`src/hdl/tpfl_pkg.sv`:
```
// Package for the two-pool page free-list allocator: shared codes, register
// reset values and the control structs passed between the modules.
// No dependencies.
`default_nettype none

package tpfl_pkg;

    // Item kinds.
    typedef enum logic [2:0] {
        KIND_ALLOC_SMALL = 3'd0,
        KIND_ALLOC_SUPER = 3'd1,
        KIND_FREE_SMALL  = 3'd2,
        KIND_FREE_SUPER  = 3'd3,
        KIND_INIT        = 3'd4
    } kind_t;

    // Result status codes.
    typedef enum logic [1:0] {
        STATUS_OK    = 2'd0,
        STATUS_EMPTY = 2'd1,
        STATUS_BAD   = 2'd2,
        STATUS_FULL  = 2'd3
    } status_t;

    // Controller states.
    typedef enum logic [1:0] {
        ST_IDLE,
        ST_INIT,
        ST_DONE
    } ctrl_state_t;

    // Which pool supplies the page address of a result.
    typedef enum logic [1:0] {
        SRC_NONE,
        SRC_SMALL,
        SRC_SUPER
    } page_src_t;

    // Configuration register file.
    localparam int PADDR_W = 4;
    localparam logic [PADDR_W-1:0] ADDR_FREE_LOW    = 4'h0;
    localparam logic [PADDR_W-1:0] ADDR_SUPER_START = 4'h4;
    localparam logic [PADDR_W-1:0] ADDR_PHYS_TOP    = 4'h8;

    localparam logic [31:0] FREE_LOW_RESET    = 32'h8010_0000;
    localparam logic [31:0] SUPER_START_RESET = 32'h8200_0000;
    localparam logic [31:0] PHYS_TOP_RESET    = 32'h8800_0000;

    typedef struct packed {
        logic [31:0] free_low;
        logic [31:0] super_start;
        logic [31:0] phys_top;
    } cfg_t;

    // Controller to datapath.
    typedef struct packed {
        logic exec;      // item accepted this cycle, run its stack operation
        logic init_fin;  // follows an accepted init item, set the stack tops
        logic load_out;  // move the result into the output register
    } ctrl_cmd_t;

    // Datapath to controller.
    typedef struct packed {
        logic out_busy;  // output register full and not taken this cycle
    } ctrl_stat_t;

    // Datapath to one pool.
    typedef struct packed {
        logic pop;
        logic push;
        logic init_start;
        logic init_fin;
    } pool_cmd_t;

    // Pool to datapath.
    typedef struct packed {
        logic empty;
        logic bad;
        logic full;
        logic ovf;
    } pool_stat_t;

endpackage

`default_nettype wire

```
`src/hdl/tpfl_ctrl.sv`:
```
// Controller state machine: input handshake and sequencing of the datapath.
// Depends on tpfl_pkg.
`default_nettype none

module tpfl_ctrl
    import tpfl_pkg::*;
(
    input  wire logic       clk,
    input  wire logic       rst_n,
    input  wire logic       req_valid,
    input  wire logic [2:0] kind,
    input  wire ctrl_stat_t stat,
    output logic            req_stall,
    output ctrl_cmd_t       cmd
);

    ctrl_state_t state_reg, state_next;

    always_comb
    begin
        state_next = state_reg;
        unique case (state_reg)
            ST_IDLE:
            begin
                if (req_valid)
                begin
                    state_next = (kind == KIND_INIT) ? ST_INIT : ST_DONE;
                end
            end
            ST_INIT:
            begin
                state_next = ST_DONE;
            end
            ST_DONE:
            begin
                if (!stat.out_busy)
                begin
                    state_next = ST_IDLE;
                end
            end
            default:
            begin
                state_next = ST_IDLE;
            end
        endcase
    end

    always_comb
    begin
        req_stall    = 1'b1;
        cmd.exec     = 1'b0;
        cmd.init_fin = 1'b0;
        cmd.load_out = 1'b0;
        unique case (state_reg)
            ST_IDLE:
            begin
                req_stall = 1'b0;
                cmd.exec  = req_valid;
            end
            ST_INIT:
            begin
                cmd.init_fin = 1'b1;
            end
            ST_DONE:
            begin
                cmd.load_out = !stat.out_busy;
            end
            default:
            begin
                req_stall = 1'b1;
            end
        endcase
    end

    always_ff @(posedge clk or negedge rst_n)
    begin
        if (!rst_n)
        begin
            state_reg <= ST_IDLE;
        end
        else
        begin
            state_reg <= state_next;
        end
    end

    a_one_load_per_item: assert property (@(posedge clk) disable iff (!rst_n)
        cmd.load_out |=> !cmd.load_out)
        else $error("result loaded twice");

    a_init_follows_exec: assert property (@(posedge clk) disable iff (!rst_n)
        cmd.init_fin |-> $past(cmd.exec) && $past(kind) == KIND_INIT)
        else $error("init finish without an init item");

endmodule

`default_nettype wire

```
`config.mk`:
```
export PLATFORM = sky130hd
export DESIGN_NAME = tpfl_ctrl
export DESIGN_NICKNAME = d
export VERILOG_FILES = /design/src/hdl/tpfl_pkg.sv /design/src/hdl/tpfl_ctrl.sv
export SDC_FILE = /design/constraint.sdc
export NUM_CORES = 1
export LEC_CHECK = 0
export BUFFER_PORTS_ARGS = -buffer_cell sky130_fd_sc_hd__buf_2
export CAP_MARGIN = 15
export CORE_AREA = 2 2 39 41
export DETAILED_ROUTE_END_ITERATION = 7
export DIE_AREA = 0 0 41 43
export GPL_TIMING_DRIVEN = 0
export PLACE_DENSITY = 0.3
export SLEW_MARGIN = 10
export SYNTH_ARGS = -nofsm -noshare
export SYNTH_HDL_FRONTEND = slang
export SYNTH_SLANG_ARGS = --single-unit
```
`constraint.sdc`:
```
create_clock -name clk -period 0.94 [get_ports clk]
set_clock_uncertainty 0.1 [all_clocks]
set_input_delay 0.047 -clock clk [delete_from_list [all_inputs] [get_ports clk]]
set_output_delay 0.047 -clock clk [all_outputs]
set_load 0.05 [all_outputs]
```
---- Word-level counts from Yosys, hierarchy flattened ----
Index checks and enable logic that the tools add are counted.
storage, ports and cells
  bits of input ports ..................... 7
  output and inout port bits .............. 4
  logic and storage cells ................. 17
  register bits after elaboration ......... 2
operators by class
  equal/unequal tests ..................... 5
  muxes and demuxes ....................... 8
  reduce and logical (&&, ||, !) cells .... 3
operators with widths
  operator            count
  $mux 2              3
  $pmux 2 s3          1
  $mux 1              4
  $ne 2x2->1 const B  2
  $eq 3x3->1 const B  1
  $eq 2x1->1 const B  1
  $eq 2x2->1 const B  1
  $logic_not 2->1     1
  $reduce_and 2->1    1
  $logic_not 1->1     1

---- Depth between registers and ports, before layout ----
Gate-level depths: netlist of the first run.
  depth in word-level cells ............... 4
  mapped depth ............................ 2
  depth with buffers taken out ............ 2

---- Worst setup path after synthesis of the first run ----
No wires, ideal clock.
  path type ............................... flip-flop to output port
  from .................................... register state_reg[0]
  to ...................................... output port cmd[0] (netlist name)
  cell stages (with the launch flop) ...... 2
  data required time ...................... 0.793 ns
  buffers on the path ..................... 0
  arrival time ............................ 1.575 ns
  path slack .............................. -0.782 ns
  path through ............................ dfrtp_1 -> nor3b_1
RTL lines
  item                      RTL line         source
  start: declaration        tpfl_ctrl.sv:17  ctrl_state_t state_reg, state_next;
  start signal: assignment  tpfl_ctrl.sv:83  state_reg <= state_next;
  end: declaration          tpfl_ctrl.sv:14  output ctrl_cmd_t cmd

==> impl_metrics.yaml, run 1 <==
status:
  status: "finished, violations left"
  failed_checks: "setup timing"
floorplan:
  die_x_um: 41
  chipHeight_um: 43
  io-pin-count: 11
  area_of_the_core_um2: 1384
  num_rows: 14
  die_area_um2: 1763
  initial_core_util_pct: 8.680
synth:
  yosys_register_bits: 2
  async_s_r_ff_share_synth_pct: 100.0
  top_cells_by_area_in_the_synthesized_netlist: "dfrtp_1 (42%), nor3b_1 (13%), nor3b_2 (10%), o311ai_1 (7.3%), inv_1 (6.3%)"
  mappedNetlistArea_um2: 120.1
  synth.avg_cell_area_um2: 10.01
  synth_edf_count: 0
  synth_seq_area_share_pct: 41.67
  synth_largest_area_cell: "dfrtp_1"
  post_synth_inst_count: 12
  ys_top_cells_by_count: "dfrtp_1 (2), inv_1 (2), nor3b_1 (2)"
  yosysWarnings: 0
  mappedNetlistNets: 19
  post-synth-top-area-fraction_pct: 41.67
  ys.flop_type: "dfrtp_1"
  yosysUniqueCellTypes: 9
drt:
  via_count: 143
  vias_per_cell: 3.326
  dr.first_iter.drc_count: 2
  drtAntennaViolNets: 0
  wl_um: 358
  wl_per_cell_um: 8.326
  detailedRoute.firstPassIterationCount: 4
  drc_errors: 0
global_routing:
  grt_start_max_net_pins: 7
  number_of_antenna_violations_at_the_first_check_in_global_routing: 0
  track_usage_pct: 5.617
  first_global_vias: 148
  grt_first_pass_wirelength_um: 593
  global_route.overflow_total: 0
final_layout:
  proportion_of_layout_cells_with_a_drive_suffix_above_1_pct: 77.78
  finalNetCount: 36
  diodes: 0
  finalNonFillerCells: 43
  largest_register_ff_count: 2
  layout-area-overhead-vs-synth_pct: 141.7
sta:
  max_clock_freq_mhz: 817.8
  final.hold.worst_slack_ps: 29.57
  timing.final.setup_violations: 6
  final.period_utilization_pct: 130.1
  final_period_minus_worst_setup_slack_ps: 1223
  finalWorstSetupSlack_ps: -282.8
  total_count_of_max_transition_violations_in_the_final_report: 0
  timing_worst_slew_pin_value_ps: 306.9
  slew_headroom_pct: 79.50
  hold_violations: 0
  grt_setup_unrepaired: "yes"
placement:
  io_port_bufs: 10
  dpl.hpwl_um: 272.7
  dp_slack_ps: -183.2
  dpl.cell_count: 38
  place_congestion: 0.5664
worst_setup_path:
  cp.required_ps: 790
  worst_setup_path_end_kind: "output port"
  criticalPathCategory: "register to output port"
  worst-path-max-fanout: 6
  worst_path_largest_cell_delay_ps: 440
  cp_cell_sequence: "nor3b_4, buf_6"
  critPathArrivalTime_ps: 1080
  startpoint_type: "register"
  critical-path-slowest-cell: "dfrtp_2"
cts:
  clk_transition_reported_paths_ps: 30
  ctsRootBufferMaster: "clkbuf_4"
  cts_tree: "done"
  clockBufferDepth: 2
  cts_inserted_buffers: 3
  ctsHtreeMaxLevel: 1
  numClockSinks: 2
  worst_skew_pair.late_latency_ps: 220
job:
  maxCapViolCount: 0
power:
  p_per_area_nw_per_um2: 1801
  power_leakage_nw: 0.1290
  power.ir.vdd_worst_v: 0.0007345
worst_hold_path:
  hold_class: "input pin to async pin"
## cell families (layout without fill, tap and decap cells)
group	count (synthesis)	count (layout)	share of synthesized area, %
AO/OA/AOI/OAI	1	1	7.293
flip-flops	2	2	41.67
AND/OR/NAND/NOR	7	7	44.80
buffers and inverters	2	17	6.252
## report_power, final
| group | total [W] | internal [W] | leakage (nW) | switching (W) |
|---|---|---|---|---|
| Sequential | 0.000118 | 0.0000984 | 0.0232 | 0.0000195 |
| Clock | 0.000189 | 0.000141 | 0.0138 | 0.0000485 |
| Combinational | 0.000215 | 0.000107 | 0.0920 | 0.000109 |
## path summary, 6_finish.rpt
kind                                 to          from  cells past startpoint  slack [ps]
setup / recovery                 cmd[2]  state_reg[1]                      2        -280
hold / removal             state_reg[0]         rst_n                      2          30
setup reg to reg           state_reg[0]  state_reg[1]                      3        -150
hold reg to reg            state_reg[1]  state_reg[1]                      1         500
max in group asynchronous  state_reg[1]         rst_n                      2         600
min in group clk           state_reg[1]          stat                      3          30
## per-layer routing
| metal | track usage, % | up-vias | wire (um) | share of wire [%] |
|---|---|---|---|---|
| met5 | 0 | - | 0 | 0 |
| met4 | 8.000 | 0 | 0 | 0 |
| met3 | 1.571 | 0 | 51 | 14 |
| met2 | 5.938 | 11 | 145 | 41 |
| met1 | 7.051 | 61 | 161 | 45 |
| li1 | - | 71 | - | - |
## worst max-delay path: cells and delay by family, from the launching register on
family,cells,cell delay [ps]
flops,1,440
simple gates,1,230
buf+inv,1,190
## placed cells by master (no fill, tap or decap)
master,instances
inv_1,1
clkinvlp_4,1
nand3b_1,1
nor3b_4,1
buf_8,2
buf_2,6
o311ai_1,1
buf_4,1
or2_4,1
nand2b_4,1
dlygate4sd3_1,1
nor3b_1,1
clkbuf_4,3
buf_6,2
and2_1,1
nor3b_2,1
dfrtp_2,2
## cell type report
class / instances / area, um2
Clock buffer: 3 / 22.52
Inverter: 2 / 11.26
Multi-Input combinational cell: 8 / 83.83
Fill cell: 151 / 1094
Sequential cell: 2 / 52.55
Tap cell: 16 / 20.02
Timing Repair Buffer: 12 / 100.1
## repair_timing
item	CTS	global route
hold buffers	1	0
hold endpoints to repair	2	0
pin swaps	2	0
gates cloned	0	0
resized for setup	14	0
buffers inserted	1	0
endpoints found under the setup margin	6	6
## through the flow
| stage | cell area (um2) | total power, W | util [%] | setup TNS (ps) |
|---|---|---|---|---|
| 6_report | 290.3 | 0.0005227 | 20.98 | -1220 |
| 5_1_grt | 290.3 | 0.0005678 | 20.98 | -1596 |
| 4_1_cts | 290.3 | 0.0005413 | 20.98 | -1312 |
| 3_5_place_dp | 205.2 | 0.0002696 | 14.83 | -663.1 |
| 3_3_place_gp | 205.2 | 0.0002667 | 14.83 | -559.5 |
| 2_1_floorplan | 135.1 | 0.0002295 | - | -936.0 |
(Power assumes the default switching activity.)
==> run 2: changes to the inputs <==
- SETUP_SLACK_MARGIN: default -> 0.1
==> run 2 against run 1 <==
The flow still finishes with violations (setup timing); hold slack got worse by 4.3 ps; register-to-register slack about the same; combinational power barely moved; global-route usage up 0.20 points; routed wire length is 1.4% higher; critical endpoint is now req_stall; highest routed layer unchanged.
==> impl_metrics.yaml, run 2 (same netlist as run 1, synthesis figures left out) <==
final_layout:
  proportion_of_layout_cells_with_a_drive_suffix_above_1_pct: 81.48
  finalNetCount: 36
  most-common-layout-cells: "buf_2 (6), clkbuf_4 (3), buf_8 (2), buf_6 (2), dfrtp_2 (2)"
  diodes: 0
  layout-area-overhead-vs-synth_pct: 143.8
  most_common_library_cell_in_the_layout_ignoring_fill_and_taps: "buf_2"
  multi_input_area_um2: 86.33
  n_fill_cell: 147
  largest_register_ff_count: 2
  ff_latch_area_um2: 52.55
  layout.cell_area.non_filler_um2: 292.8
  finalNonFillerCells: 43
worst_setup_path:
  register_to_register_setup_slack_ps: -150
  criticalPathCategory: "register to output port"
  critPathArrivalTime_ps: 1080
  cp.required_ps: 790
  startpoint_type: "register"
  critical_path.reg2reg.startpoint: "state_reg[1]"
  worst-path-max-fanout: 6
  worst_setup_path_end_kind: "output port"
  worst-r2r-cell-count: 3
  reg2reg_to: "state_reg[0]"
sta:
  max_clock_freq_mhz: 817.6
  hold_violations: 0
  grt_setup_unrepaired: "yes"
  final_period_minus_worst_setup_slack_ps: 1223
  final.period_utilization_pct: 130.1
  timing_worst_slew_pin_value_ps: 333.0
  timing.final.setup_violations: 6
  finalWorstSetupSlack_ps: -283.0
  total_count_of_max_transition_violations_in_the_final_report: 0
  slew_headroom_pct: 77.75
drt:
  drtAntennaViolNets: 0
  wl_um: 363
  detailedRoute.firstPassIterationCount: 4
  dr.first_iter.drc_count: 6
  vias_per_cell: 3.512
  drc_errors: 0
  via_count: 151
  wl_per_cell_um: 8.442
global_routing:
  global_route.overflow_total: 0
  number_of_antenna_violations_at_the_first_check_in_global_routing: 0
  grt_first_pass_wirelength_um: 614
  first_global_vias: 150
  grt_start_max_net_pins: 7
  track_usage_pct: 5.817
power:
  power.ir.vdd_worst_v: 0.0007514
  power_leakage_nw: 0.1304
  p_per_area_nw_per_um2: 1794
placement:
  dpl.hpwl_um: 279.6
  detailed_place.area_um2: 205.2
  dpl.cell_count: 38
  io_port_bufs: 10
  place_congestion: 0.5659
cts:
  cts_inserted_buffers: 3
  ctsHtreeMaxLevel: 1
  clk_transition_reported_paths_ps: 30
  clockBufferDepth: 2
  ctsRootBufferMaster: "clkbuf_4"
  worst_skew_pair.late_latency_ps: 220
  cts_tree: "done"
  numClockSinks: 2
floorplan:
  die_x_um: 41
  area_of_the_core_um2: 1384
  die_area_um2: 1763
  io-pin-count: 11
  num_rows: 14
  initial_core_util_pct: 8.680
  chipHeight_um: 43
job:
  maxCapViolCount: 0
worst_hold_path:
  hold_class: "input pin to async pin"
status:
  status: "finished, violations left"
  failed_checks: "setup timing"
run 2: cell types whose count changed in the layout (fill, tap and decap cells not counted):
cell    before  now
and2_1       1    0
and2_4       0    1
run 2: cell type report:
type                    instances  share of cell area, %
repair buffers                 12                  34.19
multi-input cells               8                  29.49
flip-flops and latches          2                  17.95
clock buffers                   3                  7.692
well taps                      16                  6.838
inverters                       2                  3.846
run 2: where the power goes:
group	total [W]	internal [W]	switching [W]
clock network	0.000189	0.000141	0.0000485
registers	0.000118	0.0000984	0.0000193
logic	0.000218	0.000108	0.000110
run 2: what timing repair did:
action | in CTS | in global routing
gates resized for setup | 14 | 1
gates cloned | 0 | 0
pin swaps | 2 | 0
setup endpoints to repair | 6 | 6
hold buffers | 1 | 0
buffers inserted | 1 | 1
endpoints found under the hold margin | 2 | 0
run 2: layer usage:
metal  global-route usage (%)  wire (um)
met3                    1.571         38
met5                        0          0
met2                    6.563        155
met1                    7.051        169
met4                    8.000          0
run 2: worst max-delay path, stage by stage (launching register included):
cell and delay (ps):
dfrtp_2 440, or2_4 270, buf_8 150
run 2: how the worst max path moves through the flow:
stage / startpoint / end / slack (ps) / cells past startpoint
floorplan: state_reg[1] / state_reg[0] / -360 / 2
global placement: state_reg[1] / cmd[1] / -170 / 3
detailed placement: state_reg[1] / cmd[1] / -190 / 3
CTS: state_reg[1] / req_stall / -300 / 2
global route: state_reg[0] / cmd[0] / -330 / 2
finish: state_reg[1] / req_stall / -280 / 2
run 2: metrics by stage:
stage	TNS, ps	hold WS, ps	power, W	setup slack, ps	util, %
finish	-1225	25.27	0.0005252	-283.0	21.16
global route	-1574	18.58	0.0005726	-334.2	21.16
CTS	-1326	17.69	0.0005410	-296.8	20.98
detailed placement	-702.6	-265.3	0.0002693	-189.7	14.83
global placement	-567.2	-266.9	0.0002669	-166.4	14.83
floorplan	-936.0	-348.6	0.0002295	-363.8	-
==> run 3: changes to the inputs <==
- clock period: 0.94 -> 1.2 ns (I/O delays scaled with it)
==> run 3 against run 2 <==
The run still ends with setup timing left; clock power fell by 22%; register-to-register slack improved by 370 ps; power fell by 25%; count of clock-buffer cells in the layout unchanged; global-route usage decreased by 0.60 points; sequential power decreased by 23%; final cell count down 2.3%; die area did not move; largest power group unchanged; sequential share of layout area up 1.7 points; hold slack better by 4.7 ps; critical path depth unchanged.
==> impl_metrics.yaml, run 3 (same netlist as run 1, synthesis figures left out) <==
floorplan:
  chipHeight_um: 43
  io-pin-count: 11
  initial_core_util_pct: 8.680
  die_x_um: 41
  die_area_um2: 1763
  area_of_the_core_um2: 1384
  num_rows: 14
final_layout:
  n_fill_cell: 148
  diodes: 0
  layout-area-overhead-vs-synth_pct: 122.9
  most_common_library_cell_in_the_layout_ignoring_fill_and_taps: "buf_2"
  largest_register_ff_count: 2
  layout.cell_area.non_filler_um2: 267.8
  most-common-layout-cells: "buf_2 (6), clkbuf_4 (3), buf_6 (3), inv_1 (2), dfrtp_2 (2)"
  multi_input_area_um2: 76.32
  proportion_of_layout_cells_with_a_drive_suffix_above_1_pct: 69.23
  ff_latch_area_um2: 52.55
  finalNetCount: 35
status:
  failed_checks: "setup timing"
  status: "finished, violations left"
sta:
  final_period_minus_worst_setup_slack_ps: 1236
  timing_worst_slew_pin_value_ps: 287.7
  grt_setup_unrepaired: "yes"
  hold_violations: 0
  timing.final.setup_violations: 4
  finalWorstSetupSlack_ps: -36.05
  slew_headroom_pct: 80.78
  final.hold.worst_slack_ps: 29.96
  total_count_of_max_transition_violations_in_the_final_report: 0
  final.period_utilization_pct: 103.0
  max_clock_freq_mhz: 809.0
worst_setup_path:
  cp_top_family: "flip-flops"
  critPathArrivalTime_ps: 1080
  reg2reg_to: "state_reg[0]"
  worst-path-max-fanout: 6
  worstSetupStartpoint: "state_reg[1]"
  critical_path.reg2reg.startpoint: "state_reg[1]"
  criticalPathCategory: "register to output port"
  register_to_register_setup_slack_ps: 220
  cp.required_ps: 1040
  worst_setup_path_end_kind: "output port"
  cp_cell_sequence: "nor3b_4, buf_6"
  critical-path-slowest-cell: "dfrtp_2"
  worst_path_largest_cell_delay_ps: 430
  worst-r2r-cell-count: 2
  timing.critical_path.depth: 2
  crit_buf_inv: 1
  startpoint_type: "register"
cts:
  ctsHtreeMaxLevel: 1
  clockBufferDepth: 2
  clk_transition_reported_paths_ps: 30
  cts_tree: "done"
  cts_inserted_buffers: 3
  worst_skew_pair.late_latency_ps: 220
  post-cts-setup-buffers: 0
  numClockSinks: 2
  ctsRootBufferMaster: "clkbuf_4"
global_routing:
  first_global_vias: 152
  track_usage_pct: 5.216
  grt_first_pass_wirelength_um: 545
  grt_start_max_net_pins: 7
  global_route.overflow_total: 0
  number_of_antenna_violations_at_the_first_check_in_global_routing: 0
drt:
  via_count: 138
  dr.first_iter.drc_count: 1
  vias_per_cell: 3.286
  drc_errors: 0
  detailedRoute.firstPassIterationCount: 4
  wl_per_cell_um: 7.857
  wl_um: 330
  drtAntennaViolNets: 0
placement:
  place_congestion: 0.6371
  dpl.hpwl_um: 247.1
  dp_slack_ps: 96.67
  detailed_place.area_um2: 201.4
  io_port_bufs: 10
worst_hold_path:
  hp-start: "kind[1]"
  worstHoldEndpoint: "state_reg[0]"
  hold_path_stages: 3
  hold_class: "input pin to register"
job:
  maxCapViolCount: 0
power:
  p_per_area_nw_per_um2: 1478
  power_leakage_nw: 0.1282
  power.ir.vdd_worst_v: 0.0004537
  total_power_w: 0.0003957
==> run 3: repair_timing <==
action / CTS / global route
endpoints found under the setup margin: 4 / 4
hold endpoints to repair: 2 / 0
pin swaps: 0 / 1
hold buffers: 1 / 0
resized for setup: 12 / 0
==> run 3: metal layers <==
metal / GRT usage, % / up-vias / routed length [um]
li1: - / 69 / -
met4: 8.000 / 0 / 0
met3: 1.571 / 0 / 44
met1: 5.449 / 58 / 160
met5: 0 / - / 0
met2: 6.250 / 11 / 125
==> run 3: report_power, final <==
part           internal (W)  switching [W]   total, W
clock              0.000110      0.0000371   0.000147
combinational     0.0000737      0.0000837   0.000157
sequential        0.0000771      0.0000139  0.0000910
total              0.000261       0.000135   0.000396
==> run 3: final cells by class <==
cell class	count	share of cell area, %
multi-input combinational	8	28.50
inverter	2	2.804
tap	16	7.477
sequential	2	19.63
clock buffer	3	8.411
timing repair buffer	11	33.18
==> run 3: worst min-delay path, cell delays in order <==
cell and delay (ps):
buf_2 70, nor3b_1 50, and2_1 130
==> run 3: worst max path at each step <==
stage | to | slack (ps)
floorplan | state_reg[0] | -100
global placement | req_stall | 110
detailed placement | req_stall | 100
CTS | cmd[2] | -60
global route | cmd[2] | -80
finish | cmd[2] | -40
==> run 3: through the flow <==
step                utilization (%)  cells  setup TNS (ps)
global route                  19.35     42          -260.4
detailed placement            14.56     38               0
global placement              14.56     38               0
finish                        19.35     42          -85.28
CTS                           19.35     42          -152.0
floorplan                         -     12          -174.9
